**src/design/bffa_pkg.sv**
```systemverilog
`timescale 1ns / 1ps
// Shared types and codes for the bitmap first-fit block allocator.
// No dependencies.
package bffa_pkg;

  localparam logic [1:0] CMD_ALLOC = 2'd0;
  localparam logic [1:0] CMD_FREE  = 2'd1;
  localparam logic [1:0] CMD_CLEAR = 2'd2;

  localparam logic [1:0] ST_DONE    = 2'd0;
  localparam logic [1:0] ST_NULL    = 2'd1;
  localparam logic [1:0] ST_NOFIT   = 2'd2;
  localparam logic [1:0] ST_OUTSIDE = 2'd3;

  localparam logic [31:0] RESET_BASE = 32'h2000_1000;

  // register index 0 decodes from paddr bit 2
  localparam logic REG_HEAP_BASE = 1'b0;

  typedef struct packed {
    logic [1:0]  cmd;
    logic [15:0] request_bytes;
    logic [31:0] free_address;
  } cmd_t;

  typedef struct packed {
    logic [31:0] block_address;
    logic [1:0]  status;
  } res_t;

  // strobes and write data toward the map memory
  typedef struct packed {
    logic re;
    logic we;
    logic wdata;
  } mem_ctl_t;

endpackage

```
**src/design/bitmap_first_fit_block_allocator.sv**
```systemverilog
`timescale 1ns / 1ps
// Top level: APB register for the heap base, command engine, used-map memory.
// Depends on bffa_pkg, bffa_engine, bffa_map_ram.
//
//  channel   ports                                    handshake
//  command   start, busy, item (cmd_t)                taken when start && !busy
//  result    done, result (res_t)                     one-cycle strobe, no stall
//  config    psel penable pwrite paddr pwdata prdata  APB, pready tied high
//
// Allocate: map scan, one block per cycle through the single read port, then
// the blocks of the run are marked, then a reply state answers.
// Free: range check, block-index computation (S_FMUL, S_FFIX, S_FCORR), then
// blocks are released in order until a free one or the map end. Clear: every
// map entry is swept. Zero-size, null, out-of-heap and unused commands answer
// in the cycle after they are taken. After reset the map is swept with busy high.
// Results are never held off; each is shown for exactly one cycle.
module bitmap_first_fit_block_allocator import bffa_pkg::*; #(
  parameter int NUM_BLOCKS  = 256,
  parameter int BLOCK_BYTES = 16
) (
  input  logic        clk,
  input  logic        rst,
  input  logic        start,
  input  cmd_t        item,
  output logic        busy,
  output logic        done,
  output res_t        result,
  input  logic        psel,
  input  logic        penable,
  input  logic        pwrite,
  input  logic [2:0]  paddr,
  input  logic [31:0] pwdata,
  output logic [31:0] prdata,
  output logic        pready
);

  localparam int IW = $clog2(NUM_BLOCKS);

  logic [31:0]   heap_base_address;
  mem_ctl_t      mem_ctl;
  logic [IW-1:0] mem_raddr;
  logic [IW-1:0] mem_waddr;
  logic          mem_rdata;

  assign pready = 1'b1;
  assign prdata = (paddr[2] == REG_HEAP_BASE) ? heap_base_address : 32'd0;

  always_ff @(posedge clk) begin
    if (rst) begin
      heap_base_address <= RESET_BASE;
    end else if (psel && penable && pwrite && (paddr[2] == REG_HEAP_BASE)) begin
      heap_base_address <= pwdata;
    end
  end

  bffa_engine #(
    .NUM_BLOCKS  (NUM_BLOCKS),
    .BLOCK_BYTES (BLOCK_BYTES)
  ) u_engine (
    .clk       (clk),
    .rst       (rst),
    .start     (start),
    .item      (item),
    .base      (heap_base_address),
    .busy      (busy),
    .done      (done),
    .result    (result),
    .mem_ctl   (mem_ctl),
    .mem_raddr (mem_raddr),
    .mem_waddr (mem_waddr),
    .mem_rdata (mem_rdata)
  );

  bffa_map_ram #(
    .NUM_BLOCKS (NUM_BLOCKS)
  ) u_map (
    .clk   (clk),
    .ctl   (mem_ctl),
    .raddr (mem_raddr),
    .waddr (mem_waddr),
    .rdata (mem_rdata)
  );

endmodule

```
**src/design/bffa_map_ram.sv**
```systemverilog
`timescale 1ns / 1ps
// One-bit-wide used map: one write port, one registered read port.
// Depends on bffa_pkg.
module bffa_map_ram import bffa_pkg::*; #(
  parameter int NUM_BLOCKS = 256
) (
  input  logic                          clk,
  input  mem_ctl_t                      ctl,
  input  logic [$clog2(NUM_BLOCKS)-1:0] raddr,
  input  logic [$clog2(NUM_BLOCKS)-1:0] waddr,
  output logic                          rdata
);

  logic mem [NUM_BLOCKS];

  always_ff @(posedge clk) begin
    if (ctl.we) begin
      mem[waddr] <= ctl.wdata;
    end
    if (ctl.re) begin
      rdata <= mem[raddr];
    end
  end

endmodule

```
**src/design/bffa_engine.sv**
```systemverilog
`timescale 1ns / 1ps
// Command sequencer: scans, marks, frees and sweeps the used map.
// Depends on bffa_pkg; drives one bffa_map_ram.
module bffa_engine import bffa_pkg::*; #(
  parameter int NUM_BLOCKS  = 256,
  parameter int BLOCK_BYTES = 16
) (
  input  logic                          clk,
  input  logic                          rst,
  input  logic                          start,
  input  cmd_t                          item,
  input  logic [31:0]                   base,
  output logic                          busy,
  output logic                          done,
  output res_t                          result,
  output mem_ctl_t                      mem_ctl,
  output logic [$clog2(NUM_BLOCKS)-1:0] mem_raddr,
  output logic [$clog2(NUM_BLOCKS)-1:0] mem_waddr,
  input  logic                          mem_rdata
);

  localparam int IW   = $clog2(NUM_BLOCKS);
  localparam int CW   = $clog2(NUM_BLOCKS + 1);
  localparam int HEAP = NUM_BLOCKS * BLOCK_BYTES;
  localparam int OW   = $clog2(HEAP);
  localparam int RW   = OW + 1;
  localparam int MW   = OW + RW;
  localparam int BBW  = $clog2(BLOCK_BYTES + 1);
  localparam int PW   = IW + BBW;
  localparam int RBW  = $clog2(HEAP + 1);
  localparam int SW   = (RBW > 16) ? RBW : 16;

  // floor(2^OW / BLOCK_BYTES); the quotient estimate is at most one low
  localparam logic [RW-1:0] RECIP    = RW'((64'd1 << OW) / BLOCK_BYTES);
  localparam logic [CW-1:0] END_IDX  = CW'(NUM_BLOCKS);
  localparam logic [IW-1:0] LAST_IDX = IW'(NUM_BLOCKS - 1);
  localparam logic [32:0]   HEAP_LIM = 33'(HEAP);
  localparam logic [SW-1:0] BB_S     = SW'(BLOCK_BYTES);
  localparam logic [31:0]   BB_32    = 32'(BLOCK_BYTES);

  typedef enum logic [3:0] {
    S_IDLE, S_SWEEP, S_ASCAN, S_AMARK, S_AREPLY, S_FMUL, S_FFIX, S_FCORR, S_FSCAN
  } state_t;

  state_t        state;
  logic [CW-1:0] rd_idx;
  logic          pend;
  logic [IW-1:0] pend_idx;
  logic [CW-1:0] run;
  logic [SW-1:0] run_b;
  logic [SW-1:0] need_b;
  logic [IW-1:0] first;
  logic [IW-1:0] last;
  logic [IW-1:0] wr_idx;
  logic [PW-1:0] offs;
  logic [OW-1:0] off;
  logic [OW-1:0] back;
  logic [IW-1:0] q;
  logic [IW-1:0] clr_idx;
  logic          sweep_reply;

  logic          issue;
  logic [CW-1:0] run_next;
  logic [SW-1:0] run_b_next;
  logic [CW-1:0] first_full;
  logic [31:0]   off_full;
  logic [MW-1:0] prod;
  logic [PW-1:0] qb;
  logic [PW-1:0] first_b;

  assign busy       = (state != S_IDLE);
  assign issue      = ((state == S_ASCAN) || (state == S_FSCAN)) && (rd_idx != END_IDX);
  assign run_next   = run + CW'(1);
  assign run_b_next = run_b + BB_S;
  assign first_full = CW'(pend_idx) + CW'(1) - run_next;
  assign off_full   = item.free_address - base;
  assign prod       = MW'(off) * MW'(RECIP);
  assign qb         = PW'(q) * PW'(BLOCK_BYTES);
  assign first_b    = PW'(first) * PW'(BLOCK_BYTES);
  assign mem_raddr  = rd_idx[IW-1:0];

  always_comb begin
    mem_ctl.re    = issue;
    mem_ctl.we    = 1'b0;
    mem_ctl.wdata = 1'b0;
    mem_waddr     = pend_idx;
    unique case (state)
      S_SWEEP: begin
        mem_ctl.we = 1'b1;
        mem_waddr  = clr_idx;
      end
      S_AMARK: begin
        mem_ctl.we    = 1'b1;
        mem_ctl.wdata = 1'b1;
        mem_waddr     = wr_idx;
      end
      S_FSCAN: begin
        mem_ctl.we = pend && mem_rdata;
      end
      default: begin
      end
    endcase
  end

  always_ff @(posedge clk) begin
    if (rst) begin
      state       <= S_SWEEP;
      clr_idx     <= '0;
      sweep_reply <= 1'b0;
      pend        <= 1'b0;
      done        <= 1'b0;
    end else begin
      done <= 1'b0;
      unique case (state)
        S_IDLE: begin
          if (start) begin
            unique case (item.cmd)
              CMD_ALLOC: begin
                if (item.request_bytes == 16'd0) begin
                  done   <= 1'b1;
                  result <= '{block_address: 32'd0, status: ST_NULL};
                end else begin
                  need_b <= SW'(item.request_bytes);
                  rd_idx <= '0;
                  pend   <= 1'b0;
                  run    <= '0;
                  run_b  <= '0;
                  state  <= S_ASCAN;
                end
              end
              CMD_FREE: begin
                priority if (item.free_address == 32'd0) begin
                  done   <= 1'b1;
                  result <= '{block_address: 32'd0, status: ST_NULL};
                end else if (item.free_address < base) begin
                  done   <= 1'b1;
                  result <= '{block_address: 32'd0, status: ST_OUTSIDE};
                end else if ({1'b0, off_full} >= HEAP_LIM) begin
                  done   <= 1'b1;
                  result <= '{block_address: 32'd0, status: ST_OUTSIDE};
                end else begin
                  off   <= off_full[OW-1:0];
                  state <= S_FMUL;
                end
              end
              CMD_CLEAR: begin
                clr_idx     <= '0;
                sweep_reply <= 1'b1;
                state       <= S_SWEEP;
              end
              default: begin
                done   <= 1'b1;
                result <= '{block_address: 32'd0, status: ST_DONE};
              end
            endcase
          end
        end
        S_SWEEP: begin
          if (clr_idx == LAST_IDX) begin
            state <= S_IDLE;
            if (sweep_reply) begin
              done   <= 1'b1;
              result <= '{block_address: 32'd0, status: ST_DONE};
            end
          end else begin
            clr_idx <= clr_idx + IW'(1);
          end
        end
        S_ASCAN: begin
          pend     <= issue;
          pend_idx <= rd_idx[IW-1:0];
          if (issue) begin
            rd_idx <= rd_idx + CW'(1);
          end
          priority if (pend) begin
            if (!mem_rdata) begin
              run   <= run_next;
              run_b <= run_b_next;
              if (run_b_next >= need_b) begin
                first  <= first_full[IW-1:0];
                wr_idx <= first_full[IW-1:0];
                last   <= pend_idx;
                pend   <= 1'b0;
                state  <= S_AMARK;
              end
            end else begin
              run   <= '0;
              run_b <= '0;
            end
          end else if (rd_idx == END_IDX) begin
            done   <= 1'b1;
            result <= '{block_address: 32'd0, status: ST_NOFIT};
            state  <= S_IDLE;
          end else begin
          end
        end
        S_AMARK: begin
          offs <= first_b;
          if (wr_idx == last) begin
            state <= S_AREPLY;
          end else begin
            wr_idx <= wr_idx + IW'(1);
          end
        end
        S_AREPLY: begin
          done   <= 1'b1;
          result <= '{block_address: base + 32'(offs), status: ST_DONE};
          state  <= S_IDLE;
        end
        S_FMUL: begin
          q     <= IW'(prod >> OW);
          state <= S_FFIX;
        end
        S_FFIX: begin
          back  <= qb[OW-1:0];
          state <= S_FCORR;
        end
        S_FCORR: begin
          if ((32'(off) - 32'(back)) >= BB_32) begin
            rd_idx <= CW'(q) + CW'(1);
          end else begin
            rd_idx <= CW'(q);
          end
          pend  <= 1'b0;
          state <= S_FSCAN;
        end
        S_FSCAN: begin
          pend     <= issue;
          pend_idx <= rd_idx[IW-1:0];
          if (issue) begin
            rd_idx <= rd_idx + CW'(1);
          end
          // a free block ends the release; the read already issued is dropped
          if ((pend && !mem_rdata) || (!pend && (rd_idx == END_IDX))) begin
            pend   <= 1'b0;
            done   <= 1'b1;
            result <= '{block_address: 32'd0, status: ST_DONE};
            state  <= S_IDLE;
          end
        end
        default: begin
          state <= S_IDLE;
        end
      endcase
    end
  end

`ifndef SYNTH
  a_done_idle: assert property (@(posedge clk) disable iff (rst) done |-> !busy)
    else $error("result strobe while engine busy");
  a_accept_progress: assert property (@(posedge clk) disable iff (rst)
      (start && !busy) |=> (busy || done))
    else $error("accepted word produced neither work nor result");
  a_no_rw_collide: assert property (@(posedge clk) disable iff (rst)
      (mem_ctl.we && mem_ctl.re) |-> (mem_waddr != mem_raddr))
    else $error("map read and write hit the same entry");
  a_fail_null: assert property (@(posedge clk) disable iff (rst)
      (done && (result.status != ST_DONE)) |-> (result.block_address == 32'd0))
    else $error("failed command returned nonzero address");
`endif

endmodule
```
**config.mk**
```make
export PLATFORM = sky130hd
export DESIGN_NAME = bitmap_first_fit_block_allocator
export DESIGN_NICKNAME = d
export VERILOG_FILES = /design/src/design/bffa_pkg.sv /design/src/design/bitmap_first_fit_block_allocator.sv /design/src/design/bffa_map_ram.sv /design/src/design/bffa_engine.sv
export SDC_FILE = /design/constraint.sdc
export NUM_CORES = 1
export LEC_CHECK = 0
export ABC_AREA = 1
export BUFFER_PORTS_ARGS = -buffer_cell sky130_fd_sc_hd__buf_4
export CAP_MARGIN = 5
export CORE_MARGIN = 4
export CORE_UTILIZATION = 40
export DETAILED_ROUTE_END_ITERATION = 12
export SLEW_MARGIN = 20
export SYNTH_ARGS = -nofsm -noshare
export SYNTH_HDL_FRONTEND = slang
export SYNTH_SLANG_ARGS = --single-unit
```
**constraint.sdc**
```tcl
create_clock -name clk -period 6.63 [get_ports clk]
set_clock_uncertainty 0.2 [all_clocks]
set_input_delay 1.326 -clock clk [delete_from_list [all_inputs] [get_ports clk]]
set_output_delay 1.326 -clock clk [all_outputs]
set_load 0.03 [all_outputs]
```
==> summary.txt, run 1 <==
===============================================================================
Latest clock arrival within the worst-skew pair                         0.58 ns
Clock root buffer master                                           sky130_fd_sc_hd__clkbuf_16
First-pass GRT wire length                                               105 mm
Dominant synthesized flop cell                                     sky130_fd_sc_hd__edfxtp_1
Number of diodes added for antenna fixing                                     0
Worst setup timing slack at the placement stage                         1.60 ns
Net count after synthesis                                                  2911
Wire per inst                                                           18.5 um
Setup crit end kind                                                    register
Power density relative to cell area                                 308 nW/um^2
Remaining antenna violation count                                             0
Detailed Routing Iterations Pass 1                                            6
Critical Path Start Type                                              input pin
Mean area per synthesized cell                                        8.98 um^2
Maximum buffer depth of the clock tree                                        3
Initial core utilization                                                  40.5%
Initial antenna violation count                                               0
Number of remaining DRC errors                                                0
Crit Path Max Fanout                                                         18
Outcome                                                            finished clean
Via count                                                                 19500
Floorplan row count                                                          90
Via count normalized by instance count                                     5.34
Share of cells above drive strength 1                                     10.7%
CTS tree                                                                    yes
Worst slew slack as a fraction of its limit                               29.8%
Fmax                                                                  0.222 GHz
Count of buffers from port buffering                                        156
RSZ-0062 raised after global routing                                         no
Inserted Clock Buffers                                                       50
Summed instance area of the synthesized netlist                      24500 um^2
Area of the core                                                     60500 um^2
Sum of net half-perimeters after detailed placement                     46.6 mm
Final weighted congestion of routability-driven global placement          0.884
Synth async-reset ratio                                                      0%
Cell area after placement                                            26300 um^2
Type of the worst setup path                                       input pin to register
Actual slew at the worst max-slew pin                                   1.05 ns
H-tree depth                                                                  2
Leakage                                                                 10.7 nW
Final WL                                                                67.6 mm
Number of I/O pins                                                          160
Warnings from Yosys                                                           0
Growth of design area from synthesis to finish                            14.0%
Total negative setup slack                                                 0 ns
Post-layout min period                                                  4.50 ns
Total global-route track usage                                            20.1%
Vert. Die Dim                                                            255 um
Least setup slack across all paths after layout                         2.13 ns
Critical Path AT                                                        4.56 ns
Max-cap violations                                                            0
Final Util                                                                46.2%
Net count reported at finish                                               3026
Final hold vios                                                               0
Hold endpoint                                                      u_engine.offs[9]$_DFFE_PP_
Register-to-register setup slack                                        2.25 ns
Min-Delay Path Depth                                                          0
Sequential element share of the synthesized area                          53.4%
Final setup violation count                                                   0
Post-synthesis register bit count                                           451
Buffers inserted during post-CTS setup optimization                           0
Worst hold slack                                                       0.216 ns
Largest net degree at the start of global routing                           133
Number of flops mapped to enable cells by yosys                             404
Synthesized instance count                                                 2728
Count of different cell masters after synthesis                              60
Overall power                                                           8.59 mW
Hold-fix buffer count after cts                                               0
Final Instance Count excl. Fillers                                         3662
CTS clock-pin slew for the worst setup and hold paths                   0.06 ns
Worst hold path type                                               register to register
Largest voltage drop on the vdd net                                  0.000247 V
Number of global-route vias before repair                                 19000
Tcrit/Tclk final                                                          67.9%
Startpoint of the most critical register-to-register path          u_engine.rd_idx[0]$_DFFE_PP_
Number of instances resized during post-cts repair                            0
TritonCTS sink count                                                        451
CP required                                                             6.69 ns
Residual overflow from global routing                                         0
Count of pins over their slew limit                                           0
Cell area after layout                                               27900 um^2
Full die area                                                        65300 um^2
R2R cell count                                                               12
Reg-to-Reg End                                                     u_engine.result[14]$_DFFE_PP_
Initial detailed-routing violation count                                   1765
Hold wc startpoint                                                 u_engine.first[5]$_DFFE_PP_
Chip width                                                               255 um
Post-Place Cells                                                           3573
===============================================================================
-- state kept, by name (all words and copies together), names as in the netlist --
signal / flops
u_engine.first: 8
u_engine.sweep_reply: 1
u_engine.pend_idx: 8
u_map.mem: 256
u_engine.need_b: 16
u_map.rdata: 1
u_engine.done: 1
u_engine.pend: 1
u_engine.q: 8
u_engine.state: 4
u_engine.off: 8
u_engine.offs: 8
u_engine.last: 8
u_engine.wr_idx: 8
u_engine.rd_idx: 9
u_engine.run_b: 16
heap_base_address: 32
u_engine.back: 8
u_engine.clr_idx: 8
u_engine.result: 34
u_engine.run: 8
-- placed cells by master (no fill, tap or decap), drive strengths merged, types with 7 or more instances in the layout --
master,synthesis,final
a211oi,7,7
o21ai,204,204
nand3,102,102
o221ai,35,35
nor4,14,14
ha,88,88
nor2,623,623
buf,39,174
a21oi,118,118
clkbuf,72,70
xor2,48,48
nand4,26,26
mux2i,9,9
o22ai,34,34
a221oi,7,7
edfxtp,404,404
dfxtp,47,47
inv,311,311
clkinv,5,20
o211ai,38,38
nor3,52,52
nand2,394,394
-- Yosys cell counts, types with 37 or more instances --
cell type                  instances  share of area [%]
sky130_fd_sc_hd__nor2_1          610                9.3
sky130_fd_sc_hd__edfxtp_1        404                 50
sky130_fd_sc_hd__nand2_1         378                5.8
sky130_fd_sc_hd__inv_1           297                4.6
sky130_fd_sc_hd__o21ai_0         199                4.1
sky130_fd_sc_hd__a21oi_1         118                2.4
sky130_fd_sc_hd__nand3_1         100                2.0
sky130_fd_sc_hd__ha_1             88                4.5
sky130_fd_sc_hd__clkbuf_1         72                1.1
sky130_fd_sc_hd__nor3_1           51                1.0
sky130_fd_sc_hd__xor2_1           48                1.7
sky130_fd_sc_hd__dfxtp_1          47                3.8
sky130_fd_sc_hd__o211ai_1         37                1.1
-- logic make-up after synthesis --
logic type	after synthesis	synth area share [%]
mux	9	0.368
compound gates	464	11.5
buf+inv	427	7.02
simple gates	1230	21.0
flops	451	53.4
fa+ha+maj	92	4.82
xor+xnor	54	1.93
other cells	1	0.0153
-- worst max-delay path by stage --
stage / from / to / slack, ns / cells after the start
global route: item[9] / u_engine.result[1]$_DFFE_PP_ / 1.89 / 16
CTS: item[13] / u_engine.result[14]$_DFFE_PP_ / 2.21 / 16
finish: item[13] / u_engine.result[14]$_DFFE_PP_ / 2.13 / 16
global placement: item[13] / u_engine.result[5]$_DFFE_PP_ / 1.61 / 16
detailed placement: item[9] / u_engine.result[6]$_DFFE_PP_ / 1.60 / 16
floorplan: item[48] / u_engine.run[0]$_SDFFCE_PP0P_ / 0.38 / 4
-- power breakdown --
group	leakage [nW]	internal, mW	switching, mW	total, mW
clock	0.795	1.63	1.11	2.75
combinational	5.79	0.609	1.73	2.34
sequential	4.10	3.42	0.0923	3.51
-- routing by layer --
metal | up-vias | routed length, um | track usage, % | share of wire, %
li1 | 9482 | - | - | -
met1 | 9381 | 29300 | 26.6 | 43
met2 | 549 | 32500 | 34.2 | 48
met3 | 126 | 3840 | 2.95 | 5.7
met4 | 0 | 1870 | 6.06 | 2.8
met5 | - | 0 | 0 | 0
-- worst max-delay path, cell delays in order --
cell	delay [ns]
sky130_fd_sc_hd__buf_4	0.14
sky130_fd_sc_hd__ha_1	0.38
sky130_fd_sc_hd__nand2_1	0.16
sky130_fd_sc_hd__inv_1	0.07
sky130_fd_sc_hd__a21oi_1	0.25
sky130_fd_sc_hd__inv_1	0.08
sky130_fd_sc_hd__o21ai_0	0.37
sky130_fd_sc_hd__nand3_1	0.18
sky130_fd_sc_hd__o21ai_0	0.19
sky130_fd_sc_hd__nor2_1	0.07
sky130_fd_sc_hd__nand3_1	0.08
sky130_fd_sc_hd__nor2_1	0.09
sky130_fd_sc_hd__nand3_1	0.14
sky130_fd_sc_hd__nand2_1	0.06
sky130_fd_sc_hd__inv_1	0.56
sky130_fd_sc_hd__buf_4	0.41
-- final cells by class --
class / instances / area (um^2)
clock buffers: 70 / 1410
clock inverters: 19 / 216
fillers: 5780 / 32500
inverters: 316 / 1210
multi-input cells: 1850 / 9730
flip-flops and latches: 451 / 13100
well taps: 782 / 978
repair buffers: 174 / 1310
(Power assumes the default switching activity.)
==> run 2, diff against run 1 <==
==> constraint.sdc (replaced) <==
create_clock -name clk -period 3.9 [get_ports clk]
set_clock_uncertainty 0.2 [all_clocks]
set_input_delay 0.78 -clock clk [delete_from_list [all_inputs] [get_ports clk]]
set_output_delay 0.78 -clock clk [all_outputs]
set_load 0.03 [all_outputs]
==> summary.txt, run 2 (synthesis results as in run 1) <==
===============================================================================
Via count                                                                 19800   was 19500
Chip width                                                               255 um   unchanged
Final setup violation count                                                   0   unchanged
Floorplan row count                                                          90   unchanged
Inserted Clock Buffers                                                       51   was 50
Fmax                                                                  0.279 GHz
Via count normalized by instance count                                     5.36   was 5.34
Sum of net half-perimeters after detailed placement                     46.4 mm   was 46.6 mm
Most frequent cells in the layout                                  610 x sky130_fd_sc_hd__nor2_1, 404 x sky130_fd_sc_hd__edfxtp_1, 378 x sky130_fd_sc_hd__nand2_1, 295 x sky130_fd_sc_hd__inv_1, 199 x sky130_fd_sc_hd__o21ai_0   was 610 x sky130_fd_sc_hd__nor2_1, 404 x sky130_fd_sc_hd__edfxtp_1, 378 x sky130_fd_sc_hd__nand2_1, 296 x sky130_fd_sc_hd__inv_1, 199 x sky130_fd_sc_hd__o21ai_0
Final WL                                                                67.7 mm   was 67.6 mm
Tcrit/Tclk final                                                          91.9%
Count of pins over their slew limit                                           0   unchanged
Worst slew slack as a fraction of its limit                               39.0%   was 29.8%
Worst hold path type                                               input pin to register   was register to register
Standard cell with the maximum stage delay on the critical path    sky130_fd_sc_hd__dfxtp_1   was sky130_fd_sc_hd__inv_1
Largest voltage drop on the vdd net                                  0.000346 V   was 0.000247 V
Commonest non-fill, non-tap cell in the layout                     sky130_fd_sc_hd__nor2_1   unchanged
NetSw                                                                   5.07 mW   was 2.93 mW
Net switching fraction of the power                                       34.1%   about the same
Clock root buffer master                                           sky130_fd_sc_hd__clkbuf_16   unchanged
First-pass GRT wire length                                               105 mm   about the same
Final hold vios                                                               0   unchanged
Critical Path AT                                                        3.72 ns   was 4.56 ns
Critical path's largest stage delay                                     0.38 ns   was 0.56 ns
Vert. Die Dim                                                            255 um   unchanged
Remaining antenna violation count                                             0   unchanged
Critical Path Start Type                                               register   was input pin
P_int                                                                   9.79 mW   was 5.66 mW
Max-cap violations                                                            0   unchanged
Post-layout min period                                                  3.58 ns
Total negative setup slack                                                 0 ns   unchanged
Largest net degree at the start of global routing                           164   was 133
Critical Path, Cell by Cell                                        inv_1 -> ha_1 -> nand2_1 -> nand2_1 -> a21oi_1 -> inv_1 -> o21ai_0 -> nand3_1 -> a211oi_1 -> nand3_1 -> nor2_1 -> nand3_1 -> nand2_1 -> inv_1 -> buf_12   was buf_4 -> ha_1 -> nand2_1 -> inv_1 -> a21oi_1 -> inv_1 -> o21ai_0 -> nand3_1 -> o21ai_0 -> nor2_1 -> nand3_1 -> nor2_1 -> nand3_1 -> nand2_1 -> inv_1 -> buf_4
Detailed Routing Iterations Pass 1                                            5   was 6
Number of global-route vias before repair                                 19000   about the same
Worst setup timing slack at the placement stage                      0.00495 ns   was 1.60 ns
Type of the worst setup path                                       register to register   was input pin to register
Initial core utilization                                                  40.5%   unchanged
Count of buffers from port buffering                                        156   unchanged
Number of I/O pins                                                          160   unchanged
TritonCTS sink count                                                        451   unchanged
Area of the core                                                     60500 um^2   unchanged
Final Instance Count excl. Fillers                                         3692   was 3662
Wire per inst                                                           18.3 um   was 18.5 um
Growth of design area from synthesis to finish                            15.4%   was 14.0%
CTS clock-pin slew for the worst setup and hold paths                   0.06 ns   about the same
Post-Place Cells                                                           3599   was 3573
Initial detailed-routing violation count                                   1585   was 1765
Maximum buffer depth of the clock tree                                        3   unchanged
Max FFs per register                                                        256   unchanged
H-tree depth                                                                  2   unchanged
Total global-route track usage                                            20.0%   was 20.1%
Residual overflow from global routing                                         0   unchanged
Initial antenna violation count                                               0   unchanged
RSZ-0062 raised after global routing                                         no   unchanged
Power density relative to cell area                                 526 nW/um^2   was 308 nW/um^2
Full die area                                                        65300 um^2   unchanged
Number of diodes added for antenna fixing                                     0   unchanged
Logic pwr share                                                           27.4%   was 27.2%
Part of the total power dissipated in the clock network                   32.4%   was 32.0%
Least setup slack across all paths after layout                        0.316 ns   was 2.13 ns
Register with the most flip-flops                                     u_map.mem   unchanged
CTS tree                                                                    yes   unchanged
Crit Path Max Fanout                                                         18   unchanged
Net count reported at finish                                               3053   was 3026
Setup crit end kind                                                    register   unchanged
Number of remaining DRC errors                                                0   unchanged
Actual slew at the worst max-slew pin                                  0.915 ns   was 1.05 ns
CP required                                                             4.04 ns   was 6.69 ns
Share of power burned in registers                                        40.2%   was 40.9%
Leakage                                                                 10.8 nW   was 10.7 nW
Share of cells above drive strength 1                                     11.8%   was 10.7%
Latest clock arrival within the worst-skew pair                         0.59 ns   was 0.58 ns
Outcome                                                            finished clean   unchanged
Registers with the most flip-flops                                 u_map.mem (256), u_engine.result (34), heap_base_address (32)   unchanged
Final weighted congestion of routability-driven global placement          0.884   about the same
===============================================================================
run 2: power by group through the flow:
| stage | logic, mW | clock network (mW) | registers, mW |
|---|---|---|---|
| 3_3_place_gp | 3.96 | 0 | 6.07 |
| 3_5_place_dp | 4.04 | 0 | 6.08 |
| 4_1_cts | 4.06 | 4.91 | 5.98 |
| 5_1_grt | 4.44 | 5.12 | 6.01 |
| 6_report | 4.06 | 4.81 | 5.98 |
| 2_1_floorplan | 2.55 | 0 | 6.22 |
run 2: area by class of cell:
| cell class | count | area (um^2) |
|---|---|---|
| Clock buffer | 65 | 1430 |
| Inverter | 316 | 1210 |
| Fill cell | 5750 | 32200 |
| Sequential cell | 451 | 13100 |
| Timing Repair Buffer | 200 | 1560 |
| Multi-Input combinational cell | 1850 | 9740 |
| Clock inverter | 28 | 265 |
| Tap cell | 782 | 978 |
run 2: critical path: cells and delay by family (launching register included):
| kind | cells | cell delay (ns) |
|---|---|---|
| DFF | 1 | 0.38 |
| and+or+nand+nor | 7 | 0.97 |
| AOI/OAI and AO/OA | 3 | 0.91 |
| buffers and inverters | 4 | 0.49 |
| adders and majority gates | 1 | 0.37 |
run 2: through the flow:
stage	total power, mW	utilization [%]	hold slack [ns]	cell area [um^2]
after detailed placement	10.1	43.9	0.205	26600
after floorplan	8.76	-	0.200	24500
after global placement	10.0	43.9	0.210	26600
after global routing	15.6	46.7	0.149	28300
final	14.9	46.7	0.178	28300
after CTS	14.9	46.7	0.140	28200
run 2: metal layers:
layer	global-route usage [%]	wire, um
met2	34.1	32400
met1	26.8	29200
met3	2.79	4400
met4	5.39	1680
met5	0	0
run 2: final timing paths:
kind                                           start                            end  slack, ns  cells past startpoint
setup reg to reg  heap_base_address[12]$_SDFFE_PP1P_   u_engine.result[7]$_DFFE_PP_       0.32                     15
setup / recovery  heap_base_address[12]$_SDFFE_PP1P_   u_engine.result[7]$_DFFE_PP_       0.32                     15
hold reg to reg          u_engine.first[1]$_DFFE_PP_     u_engine.offs[5]$_DFFE_PP_       0.22                      0
hold / removal                              item[44]  u_engine.need_b[12]$_DFFE_PP_       0.18                      1
run 2: timing repair:
action	4_1_cts	5_1_grt
endpoints found under the setup margin	0	24
setup buffers	0	0
hold buffers	0	0
gates resized for setup	0	3
